--- config.mk ---
export PLATFORM = sky130hd
export DESIGN_NAME = packet_stream_deframer_top_flat
export DESIGN_NICKNAME = d
export VERILOG_FILES = /design/src/hdl/psd_pkg.sv /design/src/hdl/psd_stream_if.sv /design/src/hdl/packet_stream_deframer_top.sv /design/src/hdl/psd_parser.sv /design/src/flat_wrapper.sv
export SDC_FILE = /design/constraint.sdc
export NUM_CORES = 1
export LEC_CHECK = 0
export ABC_CLOCK_PERIOD_IN_PS = 5800
export CORE_MARGIN = 2
export CORE_UTILIZATION = 69
export CTS_CLUSTER_SIZE = 25
export DETAILED_ROUTE_END_ITERATION = 12
export DONT_BUFFER_PORTS = 1
export GPL_TIMING_DRIVEN = 0
export MAX_ROUTING_LAYER = met4
export PLACE_DENSITY = 0.85
export SYNTH_ARGS = -nofsm -noshare
export SYNTH_HDL_FRONTEND = slang
export SYNTH_SLANG_ARGS = --single-unit
--- constraint.sdc ---
create_clock -name clk -period 5.8 [get_ports clk]
set_input_delay 0.29 -clock clk [delete_from_list [all_inputs] [get_ports clk]]
set_output_delay 0.29 -clock clk [all_outputs]
set_load 0.05 [all_outputs]
--- src/hdl/psd_pkg.sv ---
// shared types and constants of the packet stream deframer
package psd_pkg;

	localparam int BYTE_W  = 8;
	localparam int KIND_W  = 4;
	localparam int VALUE_W = 32;
	localparam int CFG_W   = 8;
	localparam int CFG_IDX_W = 1;

	localparam logic [CFG_W-1:0] HANDSHAKE_CODE_RST = 8'd1;
	localparam logic [CFG_W-1:0] MESSAGE_CODE_RST   = 8'd2;

	typedef enum logic [CFG_IDX_W-1:0] {
		REG_HANDSHAKE_CODE = 1'b0,
		REG_MESSAGE_CODE   = 1'b1
	} reg_idx_t;

	typedef enum logic [3:0] {
		PH_IDLE      = 4'd0,
		PH_MSG_LEN   = 4'd1,
		PH_MSG_BODY  = 4'd2,
		PH_PORT      = 4'd3,
		PH_ID_LEN    = 4'd4,
		PH_ID_BODY   = 4'd5,
		PH_KEY_LEN   = 4'd6,
		PH_KEY_BODY  = 4'd7,
		PH_NODE_CNT  = 4'd8,
		PH_NODE_ADDR = 4'd9,
		PH_NODE_PORT = 4'd10
	} phase_t;

	typedef enum logic [KIND_W-1:0] {
		KIND_MSG_LEN   = 4'd0,
		KIND_MSG_BYTE  = 4'd1,
		KIND_PORT      = 4'd2,
		KIND_ID_LEN    = 4'd3,
		KIND_ID_BYTE   = 4'd4,
		KIND_KEY_LEN   = 4'd5,
		KIND_KEY_BYTE  = 4'd6,
		KIND_NODE_CNT  = 4'd7,
		KIND_NODE_ADDR = 4'd8,
		KIND_NODE_PORT = 4'd9,
		KIND_BAD_TYPE  = 4'd10
	} kind_t;

	typedef struct packed {
		logic                valid;
		logic [KIND_W-1:0]   kind;
		logic [VALUE_W-1:0]  value;
		logic                packet_end;
	} result_t;

endpackage

--- src/hdl/psd_stream_if.sv ---
// stream channel interfaces for input bytes and decoded results
interface psd_byte_if;
	import psd_pkg::*;

	logic              valid;
	logic              ready;
	logic [BYTE_W-1:0] in_byte;

	modport source (output valid, output in_byte, input ready);
	modport sink (input valid, input in_byte, output ready);
endinterface

interface psd_result_if;
	import psd_pkg::*;

	logic               valid;
	logic               ready;
	logic [KIND_W-1:0]  kind;
	logic [VALUE_W-1:0] value;
	logic               packet_end;

	modport source (output valid, output kind, output value, output packet_end, input ready);
	modport sink (input valid, input kind, input value, input packet_end, output ready);
endinterface

--- src/hdl/packet_stream_deframer_top.sv ---
// packet stream deframer top level with configuration registers and result register
//
// The block takes one stream byte per cycle and gives at most one result per byte, in the
// cycle after the byte's transfer, from a single result register. A byte is taken in any
// cycle in which the result register is empty or its result is being taken in the same
// cycle, so a steady stream runs at one byte per clock; the only stall comes from the
// result side. Matched type bytes and partial multi-byte fields give no result, other type
// bytes a bad-type result. The user must write the type codes through the configuration
// port while idle (the block does not enforce it); they are used only on a type byte.
module packet_stream_deframer_top (
	input  logic                           clk,
	input  logic                           arst_n,
	psd_byte_if.sink                       bytes,
	psd_result_if.source                   results,
	input  logic                           cfg_we,
	input  logic [psd_pkg::CFG_IDX_W-1:0]  cfg_index,
	input  logic [psd_pkg::CFG_W-1:0]      cfg_data
);
	import psd_pkg::*;

	logic [CFG_W-1:0]   handshake_code_q;
	logic [CFG_W-1:0]   message_code_q;
	logic               take;
	result_t            res;
	logic               out_valid_q;
	logic [KIND_W-1:0]  kind_q;
	logic [VALUE_W-1:0] value_q;
	logic               packet_end_q;

	assign bytes.ready = !out_valid_q || results.ready;
	assign take        = bytes.valid && bytes.ready;

	always_ff @(posedge clk or negedge arst_n) begin
		if (!arst_n) begin
			handshake_code_q <= HANDSHAKE_CODE_RST;
			message_code_q   <= MESSAGE_CODE_RST;
		end else if (cfg_we) begin
			unique case (reg_idx_t'(cfg_index))
				REG_HANDSHAKE_CODE: handshake_code_q <= cfg_data;
				REG_MESSAGE_CODE:   message_code_q   <= cfg_data;
				default: begin
				end
			endcase
		end
	end

	psd_parser u_parser (
		.clk            (clk),
		.arst_n         (arst_n),
		.take           (take),
		.in_byte        (bytes.in_byte),
		.handshake_code (handshake_code_q),
		.message_code   (message_code_q),
		.res            (res)
	);

	// result register
	always_ff @(posedge clk or negedge arst_n) begin
		if (!arst_n) begin
			out_valid_q <= 1'b0;
		end else if (bytes.ready) begin
			out_valid_q <= take && res.valid;
		end
	end

	always_ff @(posedge clk) begin
		if (take && res.valid) begin
			kind_q       <= res.kind;
			value_q      <= res.value;
			packet_end_q <= res.packet_end;
		end
	end

	assign results.valid      = out_valid_q;
	assign results.kind       = kind_q;
	assign results.value      = value_q;
	assign results.packet_end = packet_end_q;

endmodule

--- src/hdl/psd_parser.sv ---
// packet parse state machine with field assembly and length counters
module psd_parser (
	input  logic                        clk,
	input  logic                        arst_n,
	input  logic                        take,
	input  logic [psd_pkg::BYTE_W-1:0]  in_byte,
	input  logic [psd_pkg::CFG_W-1:0]   handshake_code,
	input  logic [psd_pkg::CFG_W-1:0]   message_code,
	output psd_pkg::result_t            res
);
	import psd_pkg::*;

	phase_t             phase_q, phase_nxt;
	logic [1:0]         byte_cnt_q;
	logic [VALUE_W-1:0] acc_q;
	logic [VALUE_W-1:0] bytes_rem_q;
	logic [VALUE_W-1:0] nodes_rem_q;

	logic [1:0]         last_idx;
	logic               field_done;
	logic               is_field;
	logic [VALUE_W-1:0] acc_shift;
	logic [VALUE_W-1:0] port_value;
	logic [VALUE_W-1:0] byte_value;
	logic [VALUE_W-1:0] rem_dec;
	logic [VALUE_W-1:0] nodes_dec;
	logic               len_zero;
	logic               hs_hit;
	logic               msg_hit;

	assign last_idx   = (phase_q == PH_PORT || phase_q == PH_NODE_PORT) ? 2'd1 : 2'd3;
	assign field_done = (byte_cnt_q == last_idx);
	assign is_field   = (phase_q == PH_MSG_LEN) || (phase_q == PH_PORT) ||
		(phase_q == PH_ID_LEN) || (phase_q == PH_KEY_LEN) || (phase_q == PH_NODE_CNT) ||
		(phase_q == PH_NODE_ADDR) || (phase_q == PH_NODE_PORT);
	assign acc_shift  = {acc_q[VALUE_W-BYTE_W-1:0], in_byte};
	assign port_value = {16'h0000, acc_shift[15:0]};
	assign byte_value = {{(VALUE_W-BYTE_W){1'b0}}, in_byte};
	assign rem_dec    = bytes_rem_q - 32'd1;
	assign nodes_dec  = nodes_rem_q - 32'd1;
	assign len_zero   = (acc_shift == '0);
	assign hs_hit     = (in_byte == handshake_code);
	assign msg_hit    = (in_byte == message_code);

	// next phase
	always_comb begin
		phase_nxt = phase_q;
		unique case (phase_q)
			PH_MSG_LEN: begin
				if (field_done) phase_nxt = len_zero ? PH_IDLE : PH_MSG_BODY;
			end
			PH_MSG_BODY: begin
				if (rem_dec == '0) phase_nxt = PH_IDLE;
			end
			PH_PORT: begin
				if (field_done) phase_nxt = PH_ID_LEN;
			end
			PH_ID_LEN: begin
				if (field_done) phase_nxt = len_zero ? PH_KEY_LEN : PH_ID_BODY;
			end
			PH_ID_BODY: begin
				if (rem_dec == '0) phase_nxt = PH_KEY_LEN;
			end
			PH_KEY_LEN: begin
				if (field_done) phase_nxt = len_zero ? PH_NODE_CNT : PH_KEY_BODY;
			end
			PH_KEY_BODY: begin
				if (rem_dec == '0) phase_nxt = PH_NODE_CNT;
			end
			PH_NODE_CNT: begin
				if (field_done) phase_nxt = len_zero ? PH_IDLE : PH_NODE_ADDR;
			end
			PH_NODE_ADDR: begin
				if (field_done) phase_nxt = PH_NODE_PORT;
			end
			PH_NODE_PORT: begin
				if (field_done) phase_nxt = (nodes_dec == '0) ? PH_IDLE : PH_NODE_ADDR;
			end
			default: begin
				if (hs_hit) phase_nxt = PH_PORT;
				else if (msg_hit) phase_nxt = PH_MSG_LEN;
				else phase_nxt = PH_IDLE;
			end
		endcase
	end

	// result for the byte being taken
	always_comb begin
		res = '0;
		unique case (phase_q)
			PH_MSG_LEN: begin
				res.valid = field_done;
				res.kind = KIND_MSG_LEN;
				res.value = acc_shift;
				res.packet_end = len_zero;
			end
			PH_MSG_BODY: begin
				res.valid = 1'b1;
				res.kind = KIND_MSG_BYTE;
				res.value = byte_value;
				res.packet_end = (rem_dec == '0);
			end
			PH_PORT: begin
				res.valid = field_done;
				res.kind = KIND_PORT;
				res.value = port_value;
			end
			PH_ID_LEN: begin
				res.valid = field_done;
				res.kind = KIND_ID_LEN;
				res.value = acc_shift;
			end
			PH_ID_BODY: begin
				res.valid = 1'b1;
				res.kind = KIND_ID_BYTE;
				res.value = byte_value;
			end
			PH_KEY_LEN: begin
				res.valid = field_done;
				res.kind = KIND_KEY_LEN;
				res.value = acc_shift;
			end
			PH_KEY_BODY: begin
				res.valid = 1'b1;
				res.kind = KIND_KEY_BYTE;
				res.value = byte_value;
			end
			PH_NODE_CNT: begin
				res.valid = field_done;
				res.kind = KIND_NODE_CNT;
				res.value = acc_shift;
				res.packet_end = len_zero;
			end
			PH_NODE_ADDR: begin
				res.valid = field_done;
				res.kind = KIND_NODE_ADDR;
				res.value = acc_shift;
			end
			PH_NODE_PORT: begin
				res.valid = field_done;
				res.kind = KIND_NODE_PORT;
				res.value = port_value;
				res.packet_end = (nodes_dec == '0);
			end
			default: begin
				res.valid = !hs_hit && !msg_hit;
				res.kind = KIND_BAD_TYPE;
				res.value = byte_value;
				res.packet_end = 1'b1;
			end
		endcase
	end

	always_ff @(posedge clk or negedge arst_n) begin
		if (!arst_n) begin
			phase_q     <= PH_IDLE;
			byte_cnt_q  <= '0;
			acc_q       <= '0;
			bytes_rem_q <= '0;
			nodes_rem_q <= '0;
		end else if (take) begin
			phase_q <= phase_nxt;
			if (is_field) begin
				if (field_done) begin
					byte_cnt_q <= '0;
					acc_q      <= '0;
				end else begin
					byte_cnt_q <= byte_cnt_q + 2'd1;
					acc_q      <= acc_shift;
				end
			end
			unique case (phase_q)
				PH_MSG_LEN, PH_ID_LEN, PH_KEY_LEN: begin
					if (field_done) bytes_rem_q <= acc_shift;
				end
				PH_MSG_BODY, PH_ID_BODY, PH_KEY_BODY: begin
					bytes_rem_q <= rem_dec;
				end
				PH_NODE_CNT: begin
					if (field_done) nodes_rem_q <= acc_shift;
				end
				PH_NODE_PORT: begin
					if (field_done) nodes_rem_q <= nodes_dec;
				end
				PH_PORT, PH_NODE_ADDR: begin
				end
				default: begin
					byte_cnt_q <= '0;
					acc_q      <= '0;
				end
			endcase
		end
	end

endmodule

--- src/flat_wrapper.sv ---
// flat-port wrapper written by rule: the top's interface ports become plain ports
module packet_stream_deframer_top_flat import psd_pkg::*;
  (clk, arst_n, cfg_we, cfg_index, cfg_data, bytes_valid, bytes_in_byte, bytes_ready, results_valid, results_kind, results_value, results_packet_end, results_ready);
  psd_byte_if bytes_i ();
  psd_result_if results_i ();
  input  logic clk;
  input  logic arst_n;
  input  logic cfg_we;
  input  logic [psd_pkg::CFG_IDX_W-1:0] cfg_index;
  input  logic [psd_pkg::CFG_W-1:0] cfg_data;
  input wire logic [$bits(bytes_i.valid)-1:0] bytes_valid;
  input wire logic [$bits(bytes_i.in_byte)-1:0] bytes_in_byte;
  output wire logic [$bits(bytes_i.ready)-1:0] bytes_ready;
  output wire logic [$bits(results_i.valid)-1:0] results_valid;
  output wire logic [$bits(results_i.kind)-1:0] results_kind;
  output wire logic [$bits(results_i.value)-1:0] results_value;
  output wire logic [$bits(results_i.packet_end)-1:0] results_packet_end;
  input wire logic [$bits(results_i.ready)-1:0] results_ready;
  assign bytes_i.valid = bytes_valid;
  assign bytes_i.in_byte = bytes_in_byte;
  assign bytes_ready = bytes_i.ready;
  assign results_valid = results_i.valid;
  assign results_kind = results_i.kind;
  assign results_value = results_i.value;
  assign results_packet_end = results_i.packet_end;
  assign results_i.ready = results_ready;
  packet_stream_deframer_top u_core (.clk(clk), .arst_n(arst_n), .bytes(bytes_i), .results(results_i), .cfg_we(cfg_we), .cfg_index(cfg_index), .cfg_data(cfg_data));
endmodule
=== After elaboration in Yosys (flattened, before gate mapping) ===
Index checks and enable logic that the tools add are counted.
W data, S select, Z words.

* Add/sub/neg operators: 3
* Multipliers: 0
* Div/mod/pow operators: 0
* $lt $le $gt $ge: 0
* Equal/unequal tests: 25
* Shift operators: 0
* Muxes and demuxes: 31
* Bitwise gates (word level): 1
* Reduce and logical (&&, ||, !) cells: 30

{| class="wikitable"
|+ Operator list
! cell !! number
|-
| $pmux W37 S10 || 1
|-
| $pmux W32 S2 || 2
|-
| $logic_not A32 Y1 || 3
|-
| $mux W24 || 3
|-
| $mux W32 || 2
|-
| $sub A32 B1 Y32 const B || 2
|-
| $mux W4 || 13
|-
| $pmux W4 S10 || 1
|-
| $ne A2 B2 Y1 const B || 11
|-
| $eq A4 B3 Y1 const B || 4
|-
| $eq A8 B8 Y1 || 2
|-
| $mux W2 || 7
|-
| $eq A4 B4 Y1 const B || 3
|-
| $reduce_and A11 Y1 || 1
|-
| $reduce_or A10 Y1 || 1
|-
| $eq A4 B2 Y1 const B || 2
|-
| $logic_or A1 B1 Y1 || 8
|-
| $reduce_and A2 Y1 || 3
|-
| $reduce_or A3 Y1 || 2
|-
| $reduce_or A6 Y1 || 1
|-
| $eq A4 B1 Y1 const B || 1
|-
| $pmux W1 S4 || 1
|-
| $reduce_and A4 Y1 || 1
|-
| $reduce_bool A2 Y1 || 2
|-
| other kinds (9) || 13
|}

* Bits in registers: 148
* Bits in latches: 0
* Memory bits (writable): 0
* ROM bits: 0
* Input port bits: 22
* Output and inout port bits: 39
* Logic and storage cells: 101
* Memories: 0

=== Longest topological paths before layout ===
Gate-level depths: netlist (run 1).

* Depth in word-level cells: 9
* Depth in mapped cells: 12
* Mapped depth without buffers: 10

=== Hierarchy ===
Synthesis (run 1) repeated with hierarchy kept, for this count alone.

* Cell total of the unflattened synthesis: 899
* Area, all modules: 8310.5 µm²

{| class="wikitable"
|+ Modules (own cells, without submodules)
! module !! instances !! cells an instance !! area each (µm²) !! sequential area each (µm²)
|-
| psd_parser || 1 || 821 || 6503.7 || 2352.3
|-
| packet_stream_deframer_top || 1 || 78 || 1806.7 || 1539.0
|}

=== Worst setup path before layout (run 1) ===
OpenSTA, ideal clock, no wires.

* Path kind: reg-to-reg
* From: register u_core.out_valid_q, in the netlist u_core.results.valid
* To: register u_core.kind_q[0], in the netlist u_core.results.kind[0], enable pin
* Library setup time: 0.431 ns
* Arrival: 3.064 ns
* Data required time: 5.369 ns
* Path slack: 2.304 ns
* Cell stages (with the launch flop): 5
* Buffers on the path: 0
* Clock period less this slack: 3.496 ns
* Cells stage by stage: dfrtp_1 nand2b_1 nand2_1 a21o_1 nor2_1

* Word-level cells in the longest chain between the ends: 4

{| class="wikitable"
|+ RTL lines
! what !! line !! RTL
|-
| from (decl) || packet_stream_deframer_top.sv:25 || <nowiki>logic out_valid_q;</nowiki>
|-
| from (signal assigned) || packet_stream_deframer_top.sv:62 || <nowiki>out_valid_q <= take && res.valid;</nowiki>
|-
| $logic_not A1 Y1 || packet_stream_deframer_top.sv:30 || <nowiki>assign bytes.ready = !out_valid_q || results.ready;</nowiki>
|-
| $logic_or A1 B1 Y1 || packet_stream_deframer_top.sv:30 ||
|-
| named net bytes_ready || flat_wrapper.sv:13 || <nowiki>output wire logic [$bits(bytes_i.ready)-1:0] bytes_ready;</nowiki>
|-
| $logic_and A1 B1 Y1 || packet_stream_deframer_top.sv:31 || <nowiki>assign take = bytes.valid && bytes.ready;</nowiki>
|-
| $logic_and A1 B1 Y1 || packet_stream_deframer_top.sv:67 || <nowiki>if (take && res.valid) begin</nowiki>
|-
| to (signal assigned) || packet_stream_deframer_top.sv:68 || <nowiki>kind_q <= res.kind;</nowiki>
|-
| to (decl) || packet_stream_deframer_top.sv:26 || <nowiki>logic [KIND_W-1:0] kind_q;</nowiki>
|}

The timed path passes the listed nets, and every way through them passes these cells.
A chain may end at the register's enable or synchronous reset.

=== Final worst setup path (run 1) ===
* From: register u_core.u_parser.bytes_rem_q[19]
* To: register u_core.u_parser.phase_q[1]

* Word-level cells in the longest chain between the ends: 4
* Elaborated cells on any way between the ends: 6

{| class="wikitable"
|+ RTL lines
! what !! line !! RTL
|-
| from (decl) || psd_parser.sv:16 || <nowiki>logic [VALUE_W-1:0] bytes_rem_q;</nowiki>
|-
| from (signal assigned) || psd_parser.sv:174 || <nowiki>if (field_done) bytes_rem_q <= acc_shift;</nowiki>
|-
| from (signal assigned) || psd_parser.sv:177 || <nowiki>bytes_rem_q <= rem_dec;</nowiki>
|-
| $sub A32 B1 Y32 (*) || psd_parser.sv:39 || <nowiki>assign rem_dec = bytes_rem_q - 32'd1;</nowiki>
|-
| $logic_not A32 Y1 (*) || psd_parser.sv:53, psd_parser.sv:62, psd_parser.sv:68 ||
|-
| $ne A2 B2 Y1 (no line) || -- ||
|-
| $reduce_and A11 Y1 (no line) (*) || -- ||
|-
| to (signal assigned) || psd_parser.sv:162 || <nowiki>phase_q <= phase_nxt;</nowiki>
|-
| to (decl) || psd_parser.sv:13 || <nowiki>phase_t phase_q, phase_nxt;</nowiki>
|}

Mark *: on every way between the ends. The rest lies on a longest branch, timed or not.

==> impl_summary.txt, run 1 <==
----------------------------------------------------
[Synth]
  Cell types with the largest area share after synthesis ... sky130_fd_sc_hd__dfrtp_1 34%, sky130_fd_sc_hd__edfxtp_1 14%, sky130_fd_sc_hd__o21ai_0 5.9%
  Proportion of register bits with asynchronous set or reset after synthesis ... 75.0%
  Sequential cell area fraction in the yosys report ... 47.9%
  Post-synthesis net count ... 920
  Area fraction of the dominant cell type after synthesis ... 33.6%
  Post-synthesis cell type with the largest combined area ... sky130_fd_sc_hd__dfrtp_1
  Post-synthesis instance area ... 0.00813 sq mm
  Number of library cell types mapped by synthesis ... 67
  Top-count cell post-synth ... sky130_fd_sc_hd__dfrtp_1
  Post-synth EDFFs ... 37
  Seq cells post-synth ... 148
  Post-synth top cells ... 109 x sky130_fd_sc_hd__dfrtp_1, 96 x sky130_fd_sc_hd__o21ai_0, 94 x sky130_fd_sc_hd__nor2_1, 83 x sky130_fd_sc_hd__a21oi_1, 66 x sky130_fd_sc_hd__nand2_1
  Yosys warnings ... 0
  Ys flop type ... sky130_fd_sc_hd__dfrtp_1
  Synthesized instance count ... 894
  Mean Syn Cell Area ... 9.09 sq um

[CTS]
  Clock Latency Late Sink ... 430 ps
  Clock Pin Slew Worst Setup and Hold Paths ... 60 ps
  Number of buffers created by CTS ... 17
  Root buffer cell ... sky130_fd_sc_hd__clkbuf_16
  Post CTS Setup Buffer Count ... 0
  Clock tree buffer depth ... 2
  Clk sink count ... 148
  Level count of the clock H-tree ... 4
  Clock tree from TritonCTS ... yes

[Power]
  Cell area power density ... 535 mW/mm^2
  Maximum resistive drop on vdd ... 0.506 mV
  Clock share of power ... 22.7%
  Combinational Power Share ... 34.0%
  Switching share of total power ... 45.2%
  Internal power component ... 2.68 mW
  Switching power summed over all nets ... 2.21 mW
  Leakage power total ... 3.47 nW
  Sequential share of power ... 43.3%

[Floorplanning]
  Starting density of the core ... 70.9%
  Number of rows in the core area ... 39
  Die boundary height ... 113 microns
  I/O pins ... 61
  Placeable core region ... 0.0115 sq mm
  Die Footprint ... 0.0127 sq mm
  Horizontal extent of the die ... 113 microns

[GRT]
  Number of global-route vias before repair ... 7422
  Initial antenna violation count ... 0
  First-pass GRT wire length ... 39000 microns
  Total GRT Usage ... 41.2%
  Overflow after GRT ... 0
  Largest net degree at the start of global routing ... 112

[Place]
  Placed wire-length estimate ... 16500 microns
  Placed Instance Area ... 0.00835 sq mm
  Placer's final routability congestion estimate ... 1.02
  Cell count after placement ... 1039
  Number of port buffers ... 0

[STA]
  RSZ-0062 raised after global routing ... false
  Highest Clock Rate ... 263 MHz
  Worst-margin pin slew ... 1240 ps
  Hold slack final ... 8.26 ps
  Worst clock skew ... 9.38 ps
  Count of final setup violators ... 0
  Post-route minimum period ... 3810 ps
  Final period utilization ... 65.6%
  Final slew viol count ... 0
  Total negative slack for setup checks ... 0 ps
  Final hold vios ... 0
  Worst max-slew margin expressed relative to the limit ... 16.4%

[Detailed routing]
  Amount of wire on met2 after detailed routing ... 11500 microns
  Top routing layer in use ... met4
  Post-route DRC violation count ... 0
  DR WL met3 ... 3010 microns
  1st-iter DRT viols ... 1258
  Average detailed-routed wire length per instance ... 23.3 microns
  Total wire length ... 25300 microns
  Number of vias in the routed layout ... 7765
  Number of detailed-route iterations in the first pass ... 7
  Number of nets with antenna violations after routing ... 0
  Average vias per placed instance ... 7.14
  Wire length on met1 ... 9400 microns

[Finish]
  Cell Count, Final, Fillers Out ... 1087
  Fillers ... 748
  Number of nets at the end of the flow ... 957
  Antenna cells ... 0
  Area added between synthesis and finish ... 12.3%
  Design Area, Final ... 0.00913 sq mm
  Fraction of final layout cells with drive strength greater than 1 ... 7.31%
  Utilization of the core after routing ... 79.6%

[Worst setup path]
  Maximum fanout along the worst path ... 8
  Worst path arrival time ... 4110 ps
  Required @ worst endpoint ... 6110 ps
  Kind of critical path ... reg2reg
  Worst path max stage delay ... 790 ps
  Cells along the critical path ... nor4_1 > nand4_1 > nor2_1 > xnor2_1 > nand4_1 > nor4_1 > o21bai_1 > mux2_2
  Critical path's top delay family ... simple AND/OR/NAND/NOR gates
  Setup crit end kind ... flop
  Worst Setup Start Kind ... flop
  Buffers & Inverters on Critical Path ... 0
  Library cell contributing the largest single delay on the critical path ... sky130_fd_sc_hd__nor4_1

[Hold path]
  Type of the tightest min-delay check ... in2reg

[Flow run]
  Reported max-cap violation count ... 0

[Outcome]
  Run status ... finished clean

----------------------------------------------------
==> state kept, by name, summed over array words and instances, names as in the netlist <==
name and cells:
u_core.results.kind 4, u_core.handshake_code_q 8, u_core.message_code_q 8, u_core.results.packet_end 1
u_core.u_parser.phase_q 4, u_core.u_parser.acc_q 24, u_core.u_parser.nodes_rem_q 32, u_core.results.valid 1
u_core.u_parser.byte_cnt_q 2, u_core.results.value 32, u_core.u_parser.bytes_rem_q 32
==> kinds of logic after synthesis <==
group	count (synthesis)	synth area share [%]
AO/OA/AOI/OAI	289	21.7
XOR/XNOR	30	3.23
adder cells (fa/ha/maj)	4	0.616
buffers and inverters	75	3.49
flip-flops	148	47.9
multiplexers	19	2.60
AND/OR/NAND/NOR	329	20.4
==> layout make-up <==
type | count | area [sq um] | area share, %
well taps | 143 | 179 | 1.96
clock buffers | 21 | 470 | 5.15
inverters | 12 | 45.0 | 0.493
multi-input cells | 671 | 3970 | 43.4
plain buffers | 63 | 239 | 2.62
flip-flops and latches | 148 | 3890 | 42.6
clock inverters | 11 | 125 | 1.37
repair buffers | 18 | 213 | 2.33
==> power by group through the flow <==
stage	clock network, mW	logic [mW]	registers (mW)
floorplan	0	1.17	1.95
global placement	0	1.45	2.09
detailed placement	0	1.55	2.09
CTS	1.10	1.59	2.08
global route	1.15	1.80	2.13
finish	1.11	1.66	2.11
==> layer usage <==
metal	global-route usage, %	vias to the layer above
met5	-	-
met4	19.7	0
met3	9.56	124
met2	61.6	598
met1	53.6	3670
li1	-	3373
==> cell usage in the layout, fill, tap and decap left out, types with 11 or more instances in the layout <==
master and count:
sky130_fd_sc_hd__mux2_2 17, sky130_fd_sc_hd__a21oi_1 83, sky130_fd_sc_hd__dlygate4sd3_1 15, sky130_fd_sc_hd__nand3_1 15
sky130_fd_sc_hd__edfxtp_1 37, sky130_fd_sc_hd__a22o_1 25, sky130_fd_sc_hd__dfrtp_1 109, sky130_fd_sc_hd__nor3_1 33
sky130_fd_sc_hd__nand4_1 11, sky130_fd_sc_hd__nor2_1 93, sky130_fd_sc_hd__nand2_1 66, sky130_fd_sc_hd__a22oi_1 14
sky130_fd_sc_hd__nor2b_1 22, sky130_fd_sc_hd__o22ai_1 13, sky130_fd_sc_hd__xor2_1 24, sky130_fd_sc_hd__o21ai_0 96
sky130_fd_sc_hd__clkbuf_1 61, sky130_fd_sc_hd__inv_1 12, sky130_fd_sc_hd__nor4_1 27, sky130_fd_sc_hd__clkbuf_16 17
==> worst paths after layout <==
path	startpoint	endpoint	slack (ps)	depth (start not counted)
min reg2reg	u_core.u_parser.bytes_rem_q[30]	u_core.u_parser.bytes_rem_q[30]	520	2
max reg2reg	u_core.u_parser.bytes_rem_q[19]	u_core.u_parser.phase_q[1]	1990	8
max in group asynchronous	arst_n	u_core.u_parser.bytes_rem_q[6]	4840	2
min	cfg_data[6]	u_core.message_code_q[6]	8	1
max	u_core.u_parser.bytes_rem_q[19]	u_core.u_parser.phase_q[1]	1990	8
min in group asynchronous	arst_n	u_core.u_parser.phase_q[3]	520	2
==> per-stage QoR <==
step / power [mW] / setup WS, ps
after floorplan: 3.12 / 2300
after global placement: 3.55 / 1500
after detailed placement: 3.64 / 2220
after CTS: 4.78 / 2170
after global routing: 5.08 / 1840
final: 4.88 / 1990
==> repair_timing <==
item	CTS	global route
endpoints found under the setup margin	0	0
hold buffers	10	6
resized for setup	0	0
endpoints found under the hold margin	121	6
No activity file was read; power rests on OpenSTA's default activity.
==> inputs of run 2 (changes only) <==
--- a/config.mk
+++ b/config.mk
@@ -5,15 +5,15 @@
 export SDC_FILE = /design/constraint.sdc
 export NUM_CORES = 1
 export LEC_CHECK = 0
-export ABC_CLOCK_PERIOD_IN_PS = 5800
+export ABC_CLOCK_PERIOD_IN_PS = 3780
 export CORE_MARGIN = 2
-export CORE_UTILIZATION = 69
+export CORE_UTILIZATION = 64
 export CTS_CLUSTER_SIZE = 25
 export DETAILED_ROUTE_END_ITERATION = 12
 export DONT_BUFFER_PORTS = 1
 export GPL_TIMING_DRIVEN = 0
 export MAX_ROUTING_LAYER = met4
-export PLACE_DENSITY = 0.85
+export PLACE_DENSITY = 0.8
 export SYNTH_ARGS = -nofsm -noshare
 export SYNTH_HDL_FRONTEND = slang
 export SYNTH_SLANG_ARGS = --single-unit
==> constraint.sdc (replaced) <==
create_clock -name clk -period 3.78 [get_ports clk]
set_input_delay 0.189 -clock clk [delete_from_list [all_inputs] [get_ports clk]]
set_output_delay 0.189 -clock clk [all_outputs]
set_load 0.05 [all_outputs]
==> run 2 against run 1 <==
Net effect:
- first-iteration DRC count shrank 16%
- wire length barely moved
- die area rose by 7.5%
- setup slack worse by 1800 ps
- via count down 0.45%
==> impl_summary.txt, run 2 (synthesized netlist as in run 1, its figures left out) <==
----------------------------------------------------
[Power]
  Cell area power density ... 813 mW/mm^2
  Maximum resistive drop on vdd ... 0.551 mV
  Leakage power total ... 3.49 nW

[Floorplanning]
  Number of rows in the core area ... 41
  I/O pins ... 61
  Die boundary height ... 117 microns
  Placeable core region ... 0.0125 sq mm
  Horizontal extent of the die ... 117 microns
  Die Footprint ... 0.0136 sq mm
  Starting density of the core ... 64.9%

[STA]
  Post-route minimum period ... 3610 ps
  Final slew viol count ... 0
  Worst clock skew ... 9.34 ps
  Highest Clock Rate ... 277 MHz
  Hold slack final ... 22.8 ps
  Final hold vios ... 0
  Final period utilization ... 95.6%
  Count of final setup violators ... 0
  RSZ-0062 raised after global routing ... false
  Worst max-slew margin expressed relative to the limit ... 29.2%
  Worst-margin pin slew ... 1050 ps

[Hold path]
  Type of the tightest min-delay check ... in2reg

[CTS]
  Clock Latency Late Sink ... 440 ps
  Clk sink count ... 148
  Clock tree buffer depth ... 2
  Clock Pin Slew Worst Setup and Hold Paths ... 70 ps
  Number of buffers created by CTS ... 17
  Root buffer cell ... sky130_fd_sc_hd__clkbuf_16
  Clock tree from TritonCTS ... yes
  Level count of the clock H-tree ... 4

[Detailed routing]
  Number of nets with antenna violations after routing ... 0
  1st-iter DRT viols ... 1058
  Average detailed-routed wire length per instance ... 22.6 microns
  Total wire length ... 25300 microns
  Average vias per placed instance ... 6.90
  Number of detailed-route iterations in the first pass ... 5
  Number of vias in the routed layout ... 7730
  Post-route DRC violation count ... 0

[Finish]
  Number of nets at the end of the flow ... 960
  Fraction of final layout cells with drive strength greater than 1 ... 7.60%
  Sequential standard cell area ... 0.00389 sq mm
  Multi-input gate area in the final layout ... 0.00398 sq mm
  Commonest cells after routing, fill and taps aside ... 109 x sky130_fd_sc_hd__dfrtp_1, 96 x sky130_fd_sc_hd__o21ai_0, 93 x sky130_fd_sc_hd__nor2_1
  Utilization of the core after routing ... 73.6%
  Fillers ... 930
  Most common library cell in the layout ignoring fill and taps ... sky130_fd_sc_hd__dfrtp_1
  Area added between synthesis and finish ... 13.3%
  Design Area, Final ... 0.00921 sq mm

[GRT]
  Largest net degree at the start of global routing ... 112
  Number of global-route vias before repair ... 7209
  Initial antenna violation count ... 1
  Total GRT Usage ... 39.8%
  Overflow after GRT ... 0
  First-pass GRT wire length ... 39500 microns

[Worst setup path]
  Setup crit end kind ... flop
  Required @ worst endpoint ... 4110 ps
  Worst Setup Start Kind ... flop
  Worst path arrival time ... 3940 ps
  Maximum fanout along the worst path ... 6
  Kind of critical path ... reg2reg

[Place]
  Placer's final routability congestion estimate ... 1.04
  Placed wire-length estimate ... 16800 microns
  Placed Instance Area ... 0.00839 sq mm
  Number of port buffers ... 0

[Flow run]
  Reported max-cap violation count ... 0

[Outcome]
  Run status ... finished clean

----------------------------------------------------
run 2: metal layers:
layer	vias to the layer above	wire, microns	track usage, %
li1	3384	-	-
met1	3676	9670	52.4
met2	572	11700	59.6
met4	0	1140	18.5
met5	-	0	-
met3	98	2770	7.94
run 2: layout make-up:
type	instances	area share, %
flip-flops and latches	148	42.3
multi-input cells	671	43.2
plain buffers	63	2.60
diodes	1	0.0272
well taps	172	2.34
repair buffers	21	2.61
clock buffers	19	5.04
clock inverters	13	1.45
inverters	12	0.489
run 2: timing repair:
action | CTS | global route
resized for setup | 0 | 2
hold buffers | 18 | 0
buffers inserted | 0 | 1
endpoints found under the setup margin | 0 | 4
hold endpoints to repair | 142 | 0
run 2: path summary, 6_finish.rpt:
| check | start | endpoint | slack [ps] | depth (start not counted) |
|---|---|---|---|---|
| max | u_core.u_parser.bytes_rem_q[0] | u_core.u_parser.phase_q[1] | 170 | 8 |
| min | bytes_in_byte[5] | u_core.u_parser.nodes_rem_q[5] | 20 | 2 |
| max reg2reg | u_core.u_parser.bytes_rem_q[0] | u_core.u_parser.phase_q[1] | 170 | 8 |
| min reg2reg | u_core.u_parser.bytes_rem_q[30] | u_core.u_parser.bytes_rem_q[30] | 530 | 2 |
| max in group asynchronous | arst_n | u_core.u_parser.nodes_rem_q[29] | 2920 | 2 |
| min in group asynchronous | arst_n | u_core.u_parser.phase_q[3] | 370 | 2 |
run 2: per-stage QoR:
step	setup TNS (ps)	power [mW]	instances	setup slack, ps
after floorplan	0	4.78	894	284
after global placement	-25480	5.48	1066	-692
after detailed placement	0	5.61	1068	209
after CTS	0	7.36	1118	179
after global routing	0	7.86	1120	21.6
final	0	7.49	1120	165
run 2: worst max-delay path, cell delays in order, from the launching register on:
cell	delay, ps
sky130_fd_sc_hd__dfrtp_1	430
sky130_fd_sc_hd__nor3_1	540
sky130_fd_sc_hd__nand4_1	370
sky130_fd_sc_hd__nor3_1	480
sky130_fd_sc_hd__and4_1	320
sky130_fd_sc_hd__xor2_1	90
sky130_fd_sc_hd__nor4_1	590
sky130_fd_sc_hd__o21bai_1	330
sky130_fd_sc_hd__mux2_2	340
run 2: power by group:
group	total (mW)	switching (mW)	leakage, nW	internal [mW]
registers	3.25	1.05	1.74	2.20
clock network	1.71	0.726	0.293	0.980
logic	2.54	1.65	1.45	0.886
total	7.49	3.43	3.49	4.06
